<file path="src/rtl/nfua_pkg.sv">
// shared types, constants and widths for the annex b to rtp fu-a packetizer
`default_nettype none

package nfua_pkg;

   localparam int unsigned OFFSET_BITS_DEF = 24;
   localparam int unsigned BUDGET_W        = 14;
   localparam int unsigned COUNT_W         = 15;
   localparam int unsigned UNSENT_W        = 15;
   localparam int unsigned FIELD_W         = 24;

   localparam logic [BUDGET_W-1:0] BUDGET_MIN   = 14'd64;
   localparam logic [BUDGET_W-1:0] BUDGET_RESET = 14'd1460;

   localparam logic [7:0] FUA_TYPE   = 8'd28;
   localparam logic [7:0] TYPE_MASK  = 8'h1f;
   localparam logic [7:0] NRI_MASK   = 8'h60;
   localparam logic [7:0] FU_START   = 8'h80;
   localparam logic [7:0] FU_END     = 8'h40;

   localparam logic KIND_SINGLE = 1'b0;
   localparam logic KIND_FUA    = 1'b1;

   localparam int unsigned FIFO_DEPTH = 4;
   localparam int unsigned FIFO_PTR_W = 2;
   localparam int unsigned FIFO_CNT_W = 3;

   typedef struct packed {
      logic [7:0] data_byte;
      logic       end_of_buffer;
   } req_type;

   typedef struct packed {
      logic               packet_kind;
      logic [7:0]         first_header;
      logic [7:0]         fragment_header;
      logic [FIELD_W-1:0] payload_offset;
      logic [FIELD_W-1:0] payload_length;
      logic               last_of_run;
   } rsp_type;

   // up to two descriptors per byte, slot0 goes out first
   typedef struct packed {
      logic [1:0] count;
      rsp_type    slot0;
      rsp_type    slot1;
   } push_type;

endpackage

`default_nettype wire

</file>
<file path="src/rtl/nfua_out_fifo.sv">
// four-entry descriptor queue taking up to two writes per cycle
`default_nettype none

module nfua_out_fifo
   import nfua_pkg::*;
(
   input  wire logic     clock,
   input  wire logic     reset,
   input  wire push_type push,
   output logic          room,
   output logic          rsp_valid,
   input  wire logic     rsp_ready,
   output rsp_type       rsp_data
);

   rsp_type                entries_ff [FIFO_DEPTH];
   logic [FIFO_PTR_W-1:0]  wr_ptr_ff, wr_ptr_in;
   logic [FIFO_PTR_W-1:0]  rd_ptr_ff, rd_ptr_in;
   logic [FIFO_CNT_W-1:0]  cnt_ff, cnt_in;
   logic                   pop;
   logic [FIFO_PTR_W-1:0]  wr_ptr_next;

   assign room        = cnt_ff <= FIFO_CNT_W'(FIFO_DEPTH - 2);
   assign rsp_valid   = cnt_ff != '0;
   assign rsp_data    = entries_ff[rd_ptr_ff];
   assign pop         = rsp_valid && rsp_ready;
   assign wr_ptr_next = wr_ptr_ff + FIFO_PTR_W'(1);

   always_comb begin
      wr_ptr_in = wr_ptr_ff + FIFO_PTR_W'(push.count);
      rd_ptr_in = pop ? rd_ptr_ff + FIFO_PTR_W'(1) : rd_ptr_ff;
      cnt_in    = cnt_ff + FIFO_CNT_W'(push.count) - FIFO_CNT_W'(pop);
   end

   always_ff @(posedge clock) begin
      if (reset) begin
         wr_ptr_ff <= '0;
         rd_ptr_ff <= '0;
         cnt_ff    <= '0;
      end else begin
         wr_ptr_ff <= wr_ptr_in;
         rd_ptr_ff <= rd_ptr_in;
         cnt_ff    <= cnt_in;
      end
   end

   always_ff @(posedge clock) begin
      if (push.count != 2'd0) begin
         entries_ff[wr_ptr_ff] <= push.slot0;
      end
      if (push.count == 2'd2) begin
         entries_ff[wr_ptr_next] <= push.slot1;
      end
   end

   a_no_overfill: assert property (@(posedge clock) disable iff (reset)
      push.count != 2'd0 |-> room)
      else $error("descriptor pushed without room");

   a_cnt_bound: assert property (@(posedge clock) disable iff (reset)
      cnt_ff <= FIFO_CNT_W'(FIFO_DEPTH))
      else $error("queue count above depth");

   a_pop_only: assert property (@(posedge clock) disable iff (reset)
      pop && push.count == 2'd0 |=> cnt_ff == $past(cnt_ff) - FIFO_CNT_W'(1))
      else $error("queue count lost a pop");

endmodule

`default_nettype wire

</file>
<file path="src/rtl/nfua_core.sv">
// start code scan, nal tracking and fu-a fragmentation for one byte per cycle while proc is high
`default_nettype none

module nfua_core
   import nfua_pkg::*;
#(
   parameter int unsigned OFFSET_BITS = OFFSET_BITS_DEF
)(
   input  wire logic                clock,
   input  wire logic                reset,
   input  wire logic                proc,
   input  wire req_type             item,
   input  wire logic [BUDGET_W-1:0] budget,
   input  wire logic [BUDGET_W-1:0] chunk,
   output push_type                 push
);

   logic [OFFSET_BITS-1:0] pos_ff, pos_in;
   logic [1:0]             la_cnt_ff, la_cnt_in;
   logic                   inside_ff, inside_in;
   logic [7:0]             hdr_ff, hdr_in;
   logic [OFFSET_BITS-1:0] unit_start_ff, unit_start_in;
   logic [COUNT_W-1:0]     cnt_ff, cnt_in;
   logic                   frag_ff, frag_in;
   logic                   first_ff, first_in;
   logic [OFFSET_BITS-1:0] fso_ff, fso_in;
   logic [UNSENT_W-1:0]    unsent_ff, unsent_in;

   logic                   is_zero, start_code, eob;
   logic [2:0]             zeros, commits;
   logic                   byte_commit;
   logic [1:0]             la_next;
   logic                   hdr_take;
   logic [COUNT_W:0]       cnt_sum;
   logic [COUNT_W-1:0]     cnt_c;
   logic [7:0]             hdr_c;
   logic [UNSENT_W-1:0]    unsent_c, unsent_f;
   logic                   chk_en, trig, frag_c, emit_frag, close_en, first_f;
   logic [OFFSET_BITS-1:0] fso_c, fso_f, pos_inc, nal_first;
   rsp_type                frag_desc, close_desc;

   assign eob        = item.end_of_buffer;
   assign is_zero    = item.data_byte == 8'd0;
   assign start_code = item.data_byte == 8'd1 && la_cnt_ff[1];
   assign pos_inc    = pos_ff + OFFSET_BITS'(1);
   assign nal_first  = unit_start_ff + OFFSET_BITS'(1);

   // how many held zeros and whether the byte itself get committed
   always_comb begin
      zeros       = 3'd0;
      byte_commit = 1'b0;
      la_next     = 2'd0;
      if (start_code) begin
         zeros = 3'd0;
      end else if (is_zero) begin
         if (la_cnt_ff == 2'd3) begin
            zeros   = eob ? 3'd4 : 3'd1;
            la_next = 2'd3;
         end else begin
            zeros   = eob ? {1'b0, la_cnt_ff} + 3'd1 : 3'd0;
            la_next = la_cnt_ff + 2'd1;
         end
      end else begin
         zeros       = {1'b0, la_cnt_ff};
         byte_commit = 1'b1;
      end
      commits = zeros + {2'b00, byte_commit};
   end

   // commit effect on the open nal
   always_comb begin
      hdr_take = inside_ff && cnt_ff == '0 && commits != 3'd0;
      cnt_sum  = {1'b0, cnt_ff} + (COUNT_W+1)'(commits);
      cnt_c    = cnt_ff;
      hdr_c    = hdr_ff;
      unsent_c = unsent_ff;
      if (inside_ff) begin
         cnt_c    = cnt_sum[COUNT_W] ? '1 : cnt_sum[COUNT_W-1:0];
         unsent_c = unsent_ff + UNSENT_W'(commits) - UNSENT_W'(hdr_take);
         if (hdr_take) begin
            hdr_c = (zeros != 3'd0) ? 8'd0 : item.data_byte;
         end
      end
   end

   // fragment check, skipped on a start code byte
   always_comb begin
      chk_en    = inside_ff && !start_code;
      trig      = chk_en && !frag_ff && cnt_c > COUNT_W'(budget);
      frag_c    = frag_ff || trig;
      fso_c     = trig ? nal_first : fso_ff;
      emit_frag = chk_en && frag_c && unsent_c > UNSENT_W'(chunk);
      fso_f     = emit_frag ? fso_c + OFFSET_BITS'(chunk) : fso_c;
      unsent_f  = emit_frag ? unsent_c - UNSENT_W'(chunk) : unsent_c;
      first_f   = emit_frag ? 1'b0 : first_ff;
      close_en  = inside_ff && cnt_c != '0 && (start_code || eob);
   end

   always_comb begin
      frag_desc.packet_kind     = KIND_FUA;
      frag_desc.first_header    = FUA_TYPE | (hdr_c & NRI_MASK);
      frag_desc.fragment_header = (hdr_c & TYPE_MASK) | (first_ff ? FU_START : 8'd0);
      frag_desc.payload_offset  = FIELD_W'(fso_c);
      frag_desc.payload_length  = FIELD_W'(chunk);
      frag_desc.last_of_run     = !close_en;

      if (frag_c) begin
         close_desc.packet_kind     = KIND_FUA;
         close_desc.first_header    = FUA_TYPE | (hdr_c & NRI_MASK);
         close_desc.fragment_header = (hdr_c & TYPE_MASK) | FU_END
                                      | (first_f ? FU_START : 8'd0);
         close_desc.payload_offset  = FIELD_W'(fso_f);
         close_desc.payload_length  = FIELD_W'(unsent_f);
      end else begin
         close_desc.packet_kind     = KIND_SINGLE;
         close_desc.first_header    = hdr_c;
         close_desc.fragment_header = 8'd0;
         close_desc.payload_offset  = FIELD_W'(nal_first);
         close_desc.payload_length  = FIELD_W'(cnt_c - COUNT_W'(1));
      end
      close_desc.last_of_run = 1'b1;

      push.count = 2'd0;
      push.slot0 = close_desc;
      push.slot1 = close_desc;
      if (proc) begin
         push.count = {1'b0, emit_frag} + {1'b0, close_en};
         if (emit_frag) begin
            push.slot0 = frag_desc;
         end
      end
   end

   // next state
   always_comb begin
      pos_in        = pos_inc;
      la_cnt_in     = la_next;
      inside_in     = inside_ff;
      hdr_in        = hdr_c;
      unit_start_in = unit_start_ff;
      cnt_in        = cnt_c;
      frag_in       = frag_c;
      first_in      = first_f;
      fso_in        = fso_f;
      unsent_in     = unsent_f;
      if (eob || start_code) begin
         inside_in     = !eob;
         la_cnt_in     = 2'd0;
         pos_in        = eob ? '0 : pos_inc;
         unit_start_in = eob ? '0 : pos_inc;
         hdr_in        = 8'd0;
         cnt_in        = '0;
         frag_in       = 1'b0;
         first_in      = 1'b1;
         fso_in        = '0;
         unsent_in     = '0;
      end
   end

   always_ff @(posedge clock) begin
      if (reset) begin
         pos_ff        <= '0;
         la_cnt_ff     <= 2'd0;
         inside_ff     <= 1'b0;
         hdr_ff        <= 8'd0;
         unit_start_ff <= '0;
         cnt_ff        <= '0;
         frag_ff       <= 1'b0;
         first_ff      <= 1'b1;
         fso_ff        <= '0;
         unsent_ff     <= '0;
      end else if (proc) begin
         pos_ff        <= pos_in;
         la_cnt_ff     <= la_cnt_in;
         inside_ff     <= inside_in;
         hdr_ff        <= hdr_in;
         unit_start_ff <= unit_start_in;
         cnt_ff        <= cnt_in;
         frag_ff       <= frag_in;
         first_ff      <= first_in;
         fso_ff        <= fso_in;
         unsent_ff     <= unsent_in;
      end
   end

   a_start_no_frag: assert property (@(posedge clock) disable iff (reset)
      proc && start_code |-> !emit_frag)
      else $error("fragment emitted on a start code byte");

   a_eob_clears: assert property (@(posedge clock) disable iff (reset)
      proc && eob |=> pos_ff == '0 && !inside_ff && la_cnt_ff == 2'd0)
      else $error("end of buffer did not clear scan state");

   a_single_fits: assert property (@(posedge clock) disable iff (reset)
      proc && eob && !start_code && !frag_c |-> cnt_c <= COUNT_W'(budget))
      else $error("oversized nal closed as single packet");

endmodule

`default_nettype wire

</file>
<file path="src/rtl/h264_nal_fua_packetizer.sv">
// top level of the annex b byte stream to rtp single nal / fu-a descriptor packetizer
// throughput: one byte per cycle; a byte waits only while the queue has under two free entries
// path: a transferred byte waits in the input register, its descriptors are written into
//   the queue once the byte is processed, and rsp presents them from the queue
// reset: synchronous active high; clears scan and nal state, empties the queue and
//   loads the packet budget with 1460
`default_nettype none

module h264_nal_fua_packetizer
   import nfua_pkg::*;
#(
   parameter int unsigned OFFSET_BITS = OFFSET_BITS_DEF
)(
   input  wire logic                clock,
   input  wire logic                reset,
   input  wire logic                req_valid,
   output logic                     req_ready,
   input  wire req_type             req_data,
   output logic                     rsp_valid,
   input  wire logic                rsp_ready,
   output rsp_type                  rsp_data,
   input  wire logic                csr_wr_en,
   input  wire logic [BUDGET_W-1:0] csr_wr_data
);

   // packet budget and the derived fragment payload size, clamped at write time
   logic [BUDGET_W-1:0] csr_budget_ff, csr_budget_in;
   logic [BUDGET_W-1:0] csr_chunk_ff, csr_chunk_in;

   // input register holding one byte until the queue can take its descriptors
   logic                in_valid_ff, in_valid_in;
   req_type             in_item_ff, in_item_in;

   logic                room;
   logic                proc;
   logic                req_xfer;
   push_type            push;

   // a byte is processed once there is space for two descriptors
   assign proc      = in_valid_ff && room;
   assign req_ready = !in_valid_ff || room;
   assign req_xfer  = req_valid && req_ready;

   always_comb begin
      csr_budget_in = csr_budget_ff;
      csr_chunk_in  = csr_chunk_ff;
      if (csr_wr_en) begin
         // small values act as the minimum budget
         csr_budget_in = (csr_wr_data < BUDGET_MIN) ? BUDGET_MIN : csr_wr_data;
         csr_chunk_in  = csr_budget_in - BUDGET_W'(2);
      end
   end

   always_comb begin
      in_item_in  = req_xfer ? req_data : in_item_ff;
      in_valid_in = req_xfer || (in_valid_ff && !proc);
   end

   always_ff @(posedge clock) begin
      if (reset) begin
         csr_budget_ff <= BUDGET_RESET;
         csr_chunk_ff  <= BUDGET_RESET - BUDGET_W'(2);
         in_valid_ff   <= 1'b0;
      end else begin
         csr_budget_ff <= csr_budget_in;
         csr_chunk_ff  <= csr_chunk_in;
         in_valid_ff   <= in_valid_in;
      end
   end

   // payload register, no reset needed
   always_ff @(posedge clock) begin
      in_item_ff <= in_item_in;
   end

   // scan, nal bookkeeping and descriptor generation in one pass
   nfua_core #(
      .OFFSET_BITS (OFFSET_BITS)
   ) u_core (
      .clock  (clock),
      .reset  (reset),
      .proc   (proc),
      .item   (in_item_ff),
      .budget (csr_budget_ff),
      .chunk  (csr_chunk_ff),
      .push   (push)
   );

   // descriptors wait here so the scan keeps going while rsp stalls
   nfua_out_fifo u_out_fifo (
      .clock     (clock),
      .reset     (reset),
      .push      (push),
      .room      (room),
      .rsp_valid (rsp_valid),
      .rsp_ready (rsp_ready),
      .rsp_data  (rsp_data)
   );

   a_hold_byte: assert property (@(posedge clock) disable iff (reset)
      in_valid_ff && !room |=> in_valid_ff && in_item_ff == $past(in_item_ff))
      else $error("held byte lost while queue full");

   a_chunk_tracks: assert property (@(posedge clock) disable iff (reset)
      csr_chunk_ff == csr_budget_ff - BUDGET_W'(2) && csr_budget_ff >= BUDGET_MIN)
      else $error("budget and fragment size out of step");

   a_push_needs_item: assert property (@(posedge clock) disable iff (reset)
      push.count != 2'd0 |-> in_valid_ff)
      else $error("descriptor produced without a byte");

endmodule

`default_nettype wire

</file>
<file path="config.mk">
export PLATFORM = sky130hd
export DESIGN_NAME = h264_nal_fua_packetizer
export DESIGN_NICKNAME = d
export VERILOG_FILES = /design/src/rtl/nfua_pkg.sv /design/src/rtl/nfua_out_fifo.sv /design/src/rtl/nfua_core.sv /design/src/rtl/h264_nal_fua_packetizer.sv
export SDC_FILE = /design/constraint.sdc
export NUM_CORES = 1
export LEC_CHECK = 0
export BUFFER_PORTS_ARGS = -buffer_cell sky130_fd_sc_hd__buf_4
export CORE_ASPECT_RATIO = 2
export CORE_MARGIN = 2
export CORE_UTILIZATION = 59
export DETAILED_ROUTE_END_ITERATION = 10
export GPL_ROUTABILITY_DRIVEN = 0
export HOLD_SLACK_MARGIN = 0.06
export PLACE_DENSITY = 0.76
export SLEW_MARGIN = 20
export SYNTH_ARGS = -nofsm -noshare
export SYNTH_HDL_FRONTEND = slang
export SYNTH_HIERARCHICAL = 1
export SYNTH_SLANG_ARGS = --single-unit
</file>
<file path="constraint.sdc">
create_clock -name clock -period 27.9 [get_ports clock]
set_clock_uncertainty 0.1 [all_clocks]
set_input_delay 1.395 -clock clock [delete_from_list [all_inputs] [get_ports clock]]
set_output_delay 1.395 -clock clock [all_outputs]
set_load 0.02 [all_outputs]
</file>
; ---- Word-level counts from Yosys, hierarchy flattened
; Memory sizes are Yosys's and may differ from the RTL's. A register that Yosys moved wholly into a read port is not among the register bits.
; Cells that the tools add are included.
[totals]
mem_bits_rw = 264
in_bits = 28
register_bits = 160
n_memories = 1
output_inout_bits = 68
[mem_list]
columns = name, depth, word_bits, read_ports, rd_ports_with_merged_regs, wr, line
row1 = u_out_fifo.entries_ff, 4, 66, 1, 1, 2, nfua_out_fifo.sv:16  ; rsp_type entries_ff [FIFO_DEPTH];
[classes]
n_eq_ne = 3
bitwise_logic = 2
n_mux = 41
magnitude_cmp = 4
n_reduce_logical = 32
add_sub_neg = 18
[op_table]
columns = op, n
row1 = $mux 24, 5
row2 = $mux 15, 6
row3 = $mux 68, 1
row4 = $mux 66, 1
row5 = $mux 65, 1
row6 = $add 24x1->24 const B, 2
row7 = $mux 8, 6
row8 = $gt 15x14->1, 2
row9 = $add 24x14->24, 1
row10 = $add 15x3->16, 1
row11 = $sub 15x1->16 const B, 1
row12 = $add 15x3->15, 1
row13 = $logic_not 15->1, 1
row14 = $mux 3, 5
row15 = $reduce_bool 15->1, 1
row16 = $sub 15x1->15, 1
row17 = $sub 15x14->15, 1
row18 = $logic_and 1x1->1, 14
row19 = $lt 14x7->1 const B, 1
row20 = $mux 14, 1
row21 = $sub 14x2->14 const B, 1
row22 = $mux 2, 6
row23 = $mux 1, 9
row24 = $reduce_bool 3->1, 3
row25 = other kinds (17), 28

; ---- Longest topological paths before layout
[logic_depth]
depth_word = 23
depth_mapped = 41
mapped_depth_nobuf = 36

; ---- Modules after synthesis
; The synthesis kept the hierarchy.
[by_module_without_submodules]
columns = mod, instances, cells_per_inst, area_each_um2
row1 = nfua_out_fifo, 1, 686, 13182.6
row2 = nfua_core, 1, 1648, 11921.4
row3 = h264_nal_fua_packetizer, 1, 136, 1453.9

; ---- Worst setup path before layout
; Ideal clock, no wire load.
[synth_path]
path_type = register -> register
start = register in_item_ff[5] (netlist bit)
end = memory u_out_fifo/entries_ff[0][0] (netlist bit), enable pin
setup_time_ns = 0.581
stages_incl_launch_ff = 36
arrival_time_ns = 11.772
t_required_ns = 27.219
period_less_slack_ns = 12.453
setup_slack_ns = 15.447
n_path_buf = 4
cell_sequence = edfxtp_1 > nor4_1 > nand2_1 > nor2_1 > nor2_1 > nand2_1 > o21ai_0 > ha_1 > ha_1 > xor2_1 > a31oi_1 > buf_1 > ha_1 > inv_1 > ha_1 > fa_1 > a211oi_1 > o21ai_1 > a31oi_1 > o21bai_1 > a311o_1 > nand3_1 > ha_1 > a21o_1 > a21oi_1 > o2111ai_1 > and2_1 > o31ai_1 > buf_6 > inv_2 > buf_2 > buf_2 > ha_1 > and2_1 > o21bai_1 > o21ai_0
[synth_lines]
columns = element, line
row1 = from (decl), h264_nal_fua_packetizer.sv:32  ; req_type in_item_ff, in_item_in;
row2 = from (signal assigned), h264_nal_fua_packetizer.sv:73  ; in_item_ff <= in_item_in;
row3 = to (decl), nfua_out_fifo.sv:16

==> results.sh <==
export IMPL_die_y_um=304.0
export IMPL_grtUsageTotal_pct=29.81
export IMPL_io_pins=96
export IMPL_drive_gt1_share_pct=22.59
export IMPL_fmax_ghz=0.09542
export IMPL_dpl_hpwl_mm=47.73
export IMPL_dieArea_mm2=0.04683
export IMPL_relSlewSlack_pct=22.42
export IMPL_clockBufferDepth=3
export IMPL_cp_max_fo=48
export IMPL_hp_class="register to register"
export IMPL_synthTopCellsByArea="edfxtp_1 31%, dfxtp_1 11%, mux2_2 11%"
export IMPL_multi_input_area_mm2=0.01405
export IMPL_grt_pass1_vias=19437
export IMPL_path_class="register to register"
export IMPL_synthMuxAreaShare_pct=20.88
export IMPL_synth_compound_area_share_pct=11.66
export IMPL_async_flop_share_pct=0
export IMPL_synth_edf_count=273
export IMPL_synth_xor_area_share_pct=3.679
export IMPL_synth_top_family_by_area="multiplexers"
export IMPL_drt_total_wl_mm=70.45
export IMPL_r2r_start="in_item_ff[5]"
export IMPL_r2r_end="u_out_fifo/entries_ff[0][48]"
export IMPL_fin_cells=3052
export IMPL_setup_violations=0
export IMPL_peakVddDrop_v=0.00006197
export IMPL_placed_cells=2981
export IMPL_area_delta_synth_final_pct=8.518
export IMPL_synth_distinct_cells=97
export IMPL_synth_seq_area_share_pct=42.33
export IMPL_nets=2572
export IMPL_cts_tree="done"
export IMPL_status="complete, no violations"
export IMPL_leakage_nw=10.36
export IMPL_synth_area_mm2=0.02656
export IMPL_h_tree_depth=2
export IMPL_reg2reg_depth=34
export IMPL_start_util_pct=59.37
export IMPL_post_cts_buffers=0
export IMPL_critPathMaxStageDelay_ns=0.83
export IMPL_rsz0062_at_grt="no"
export IMPL_critPathRequiredTime_ns=28.22
export IMPL_yosysTopAreaCell="edfxtp_1"
export IMPL_ys_flop_type="edfxtp_1"
export IMPL_antenna_found_initial=0
export IMPL_synth_adder_area_share_pct=3.957
export IMPL_cts_inserted_buffers=38
export IMPL_period_minus_slack_ns=10.48
export IMPL_rrSetupSlack_ns=17.42
export IMPL_layout_commonest_cell="edfxtp_1"
export IMPL_syn_mean_instance_area_um2=10.75
export IMPL_grt_overflow=0
export IMPL_synth_top_area_share_pct=30.87
export IMPL_root_buffer="clkbuf_16"
export IMPL_powerDensity_mw_per_mm2=53.27
export IMPL_ys_warn_count=6
export IMPL_crit_path_start="in_item_ff[5]"
export IMPL_hold_buffers=0
export IMPL_vias_per_cell=6.496
export IMPL_layout_common_cells="273 x edfxtp_1, 256 x mux2_2, 238 x nor2_1, 150 x dfxtp_1, 145 x nand2_1"
export IMPL_ant_nets=0
export IMPL_synth_simple_gate_area_share_pct=12.26
export IMPL_num_rows=110
export IMPL_coreArea_mm2=0.04473
export IMPL_endpoint="u_out_fifo/entries_ff[0][48]"
export IMPL_worstMarginPinSlew_ns=1.155
export IMPL_drtIter0Drc=1612
export IMPL_cp_arrival_ns=10.80
export IMPL_cp_end_kind="register"
export IMPL_clk_latency_ns=0.56
export IMPL_path_common_cell="ha_1"
export IMPL_clock_sinks=425
export IMPL_ys_seq_elements=425
export IMPL_syn_inst=2470
export IMPL_regArea_mm2=0.01125
export IMPL_io_buffer_count=95
export IMPL_diodes=0
export IMPL_slew_violations=0
export IMPL_start_kind="register"
export IMPL_cts_resized_gates=0
export IMPL_vias=19825
export IMPL_routedWlPerCell_um=23.08
export IMPL_period_share_pct=37.56
export IMPL_drc=0
export IMPL_critical_path_slowest_cell="or4_1"
export IMPL_grt_pass1_wl_mm=109.4
export IMPL_first_pass_iters=6
export IMPL_finalHoldViolations=0
export IMPL_fin_setup_tns_ns=0
export IMPL_maxCapViolCount=0
export IMPL_grt_max_degree=72
export IMPL_die_w_um=154.0
export IMPL_fillers=3455
export IMPL_clkTransAtPathRegs_ns=0.06
==> through the flow <==
step | worst slack, ns | hold slack, ns | power, mW | cell area, µm² | utilization (%)
after floorplan | 15.45 | 0.3313 | 0.8695 | 26560 | -
after global placement | 17.96 | 0.3409 | 0.9591 | 27390 | 61.22
after detailed placement | 17.66 | 0.3489 | 0.9602 | 27390 | 61.22
after CTS | 17.64 | 0.3587 | 1.546 | 28780 | 64.34
after global routing | 16.75 | 0.3877 | 1.583 | 28820 | 64.43
final | 17.42 | 0.3553 | 1.535 | 28820 | 64.43
==> area by class of cell <==
class / count / area share [%]
clock buffers: 45 / 3.499
flip-flops and latches: 425 / 39.02
repair buffers: 129 / 3.443
well taps: 560 / 2.431
inverters: 117 / 1.524
multi-input cells: 1752 / 48.75
clock inverters: 24 / 1.337
==> cell families (layout without fill, tap and decap cells) <==
logic type,after synthesis,in the layout
other,2,3
adders and majority gates,81,81
muxes,434,434
DFF,425,425
and+or+nand+nor,669,669
buffers and inverters,294,315
xor gates and xnor gates,106,106
AOI/OAI and AO/OA,459,459
==> worst min-delay path by stage <==
stage / end / cells past startpoint / start / slack, ns
after floorplan: u_core/hdr_ff[7] / 2 / u_core/hdr_ff[7] / 0.33
after global placement: u_core/hdr_ff[7] / 2 / u_core/hdr_ff[7] / 0.34
after detailed placement: u_core/hdr_ff[7] / 2 / u_core/hdr_ff[7] / 0.35
after CTS: u_core/unit_start_ff[22] / 2 / u_core/unit_start_ff[22] / 0.36
after global routing: u_core/fso_ff[13] / 2 / u_core/fso_ff[13] / 0.39
final: u_core/unit_start_ff[22] / 2 / u_core/unit_start_ff[22] / 0.36
==> Yosys cell counts, types with 46 or more instances <==
cell type and count:
mux2_2 256, dfxtp_1 152, mux2i_1 72, xnor2_1 72, a21oi_1 112, ha_1 76, nor2_1 242, mux4_2 66
nand2_1 146, nor3_1 46, edfxtp_1 273, inv_1 113, o21ai_0 78, clkbuf_1 74
==> power breakdown <==
group	switching [mW]	internal, mW	leakage [nW]	total (mW)
Clock	0.245	0.346	0.664	0.590
Sequential	0.0205	0.670	3.68	0.690
Combinational	0.138	0.117	6.01	0.255
Total	0.403	1.13	10.4	1.54
==> flip-flops by register name, summed over array words and instances, names as in the netlist, 13 cells and up, named ones only <==
signal,count
u_core/unit_start_ff,24
u_out_fifo/entries_ff,264
u_core/unsent_ff,15
u_core/fso_ff,24
csr_budget_ff,14
u_core/pos_ff,24
u_core/cnt_ff,15
csr_chunk_ff,13
==> metal layers <==
metal	track usage [%]	share of wire, %	vias to the layer above
li1	-	-	9215
met1	34.96	38	9659
met2	50.78	49	735
met3	3.304	4.9	216
met4	20.84	8.0	0
met5	0	0	-
==> worst max-delay path, delay by kind of cell (launching register included) <==
family / cells / cell delay [ns]
compound gates: 14 / 3.96
xor+xnor: 1 / 0.23
fa+ha+maj: 5 / 1.37
buf+inv: 3 / 0.51
flops: 1 / 0.38
mux: 2 / 0.69
simple gates: 9 / 3.06
Power figures use the tool's default switching activity.
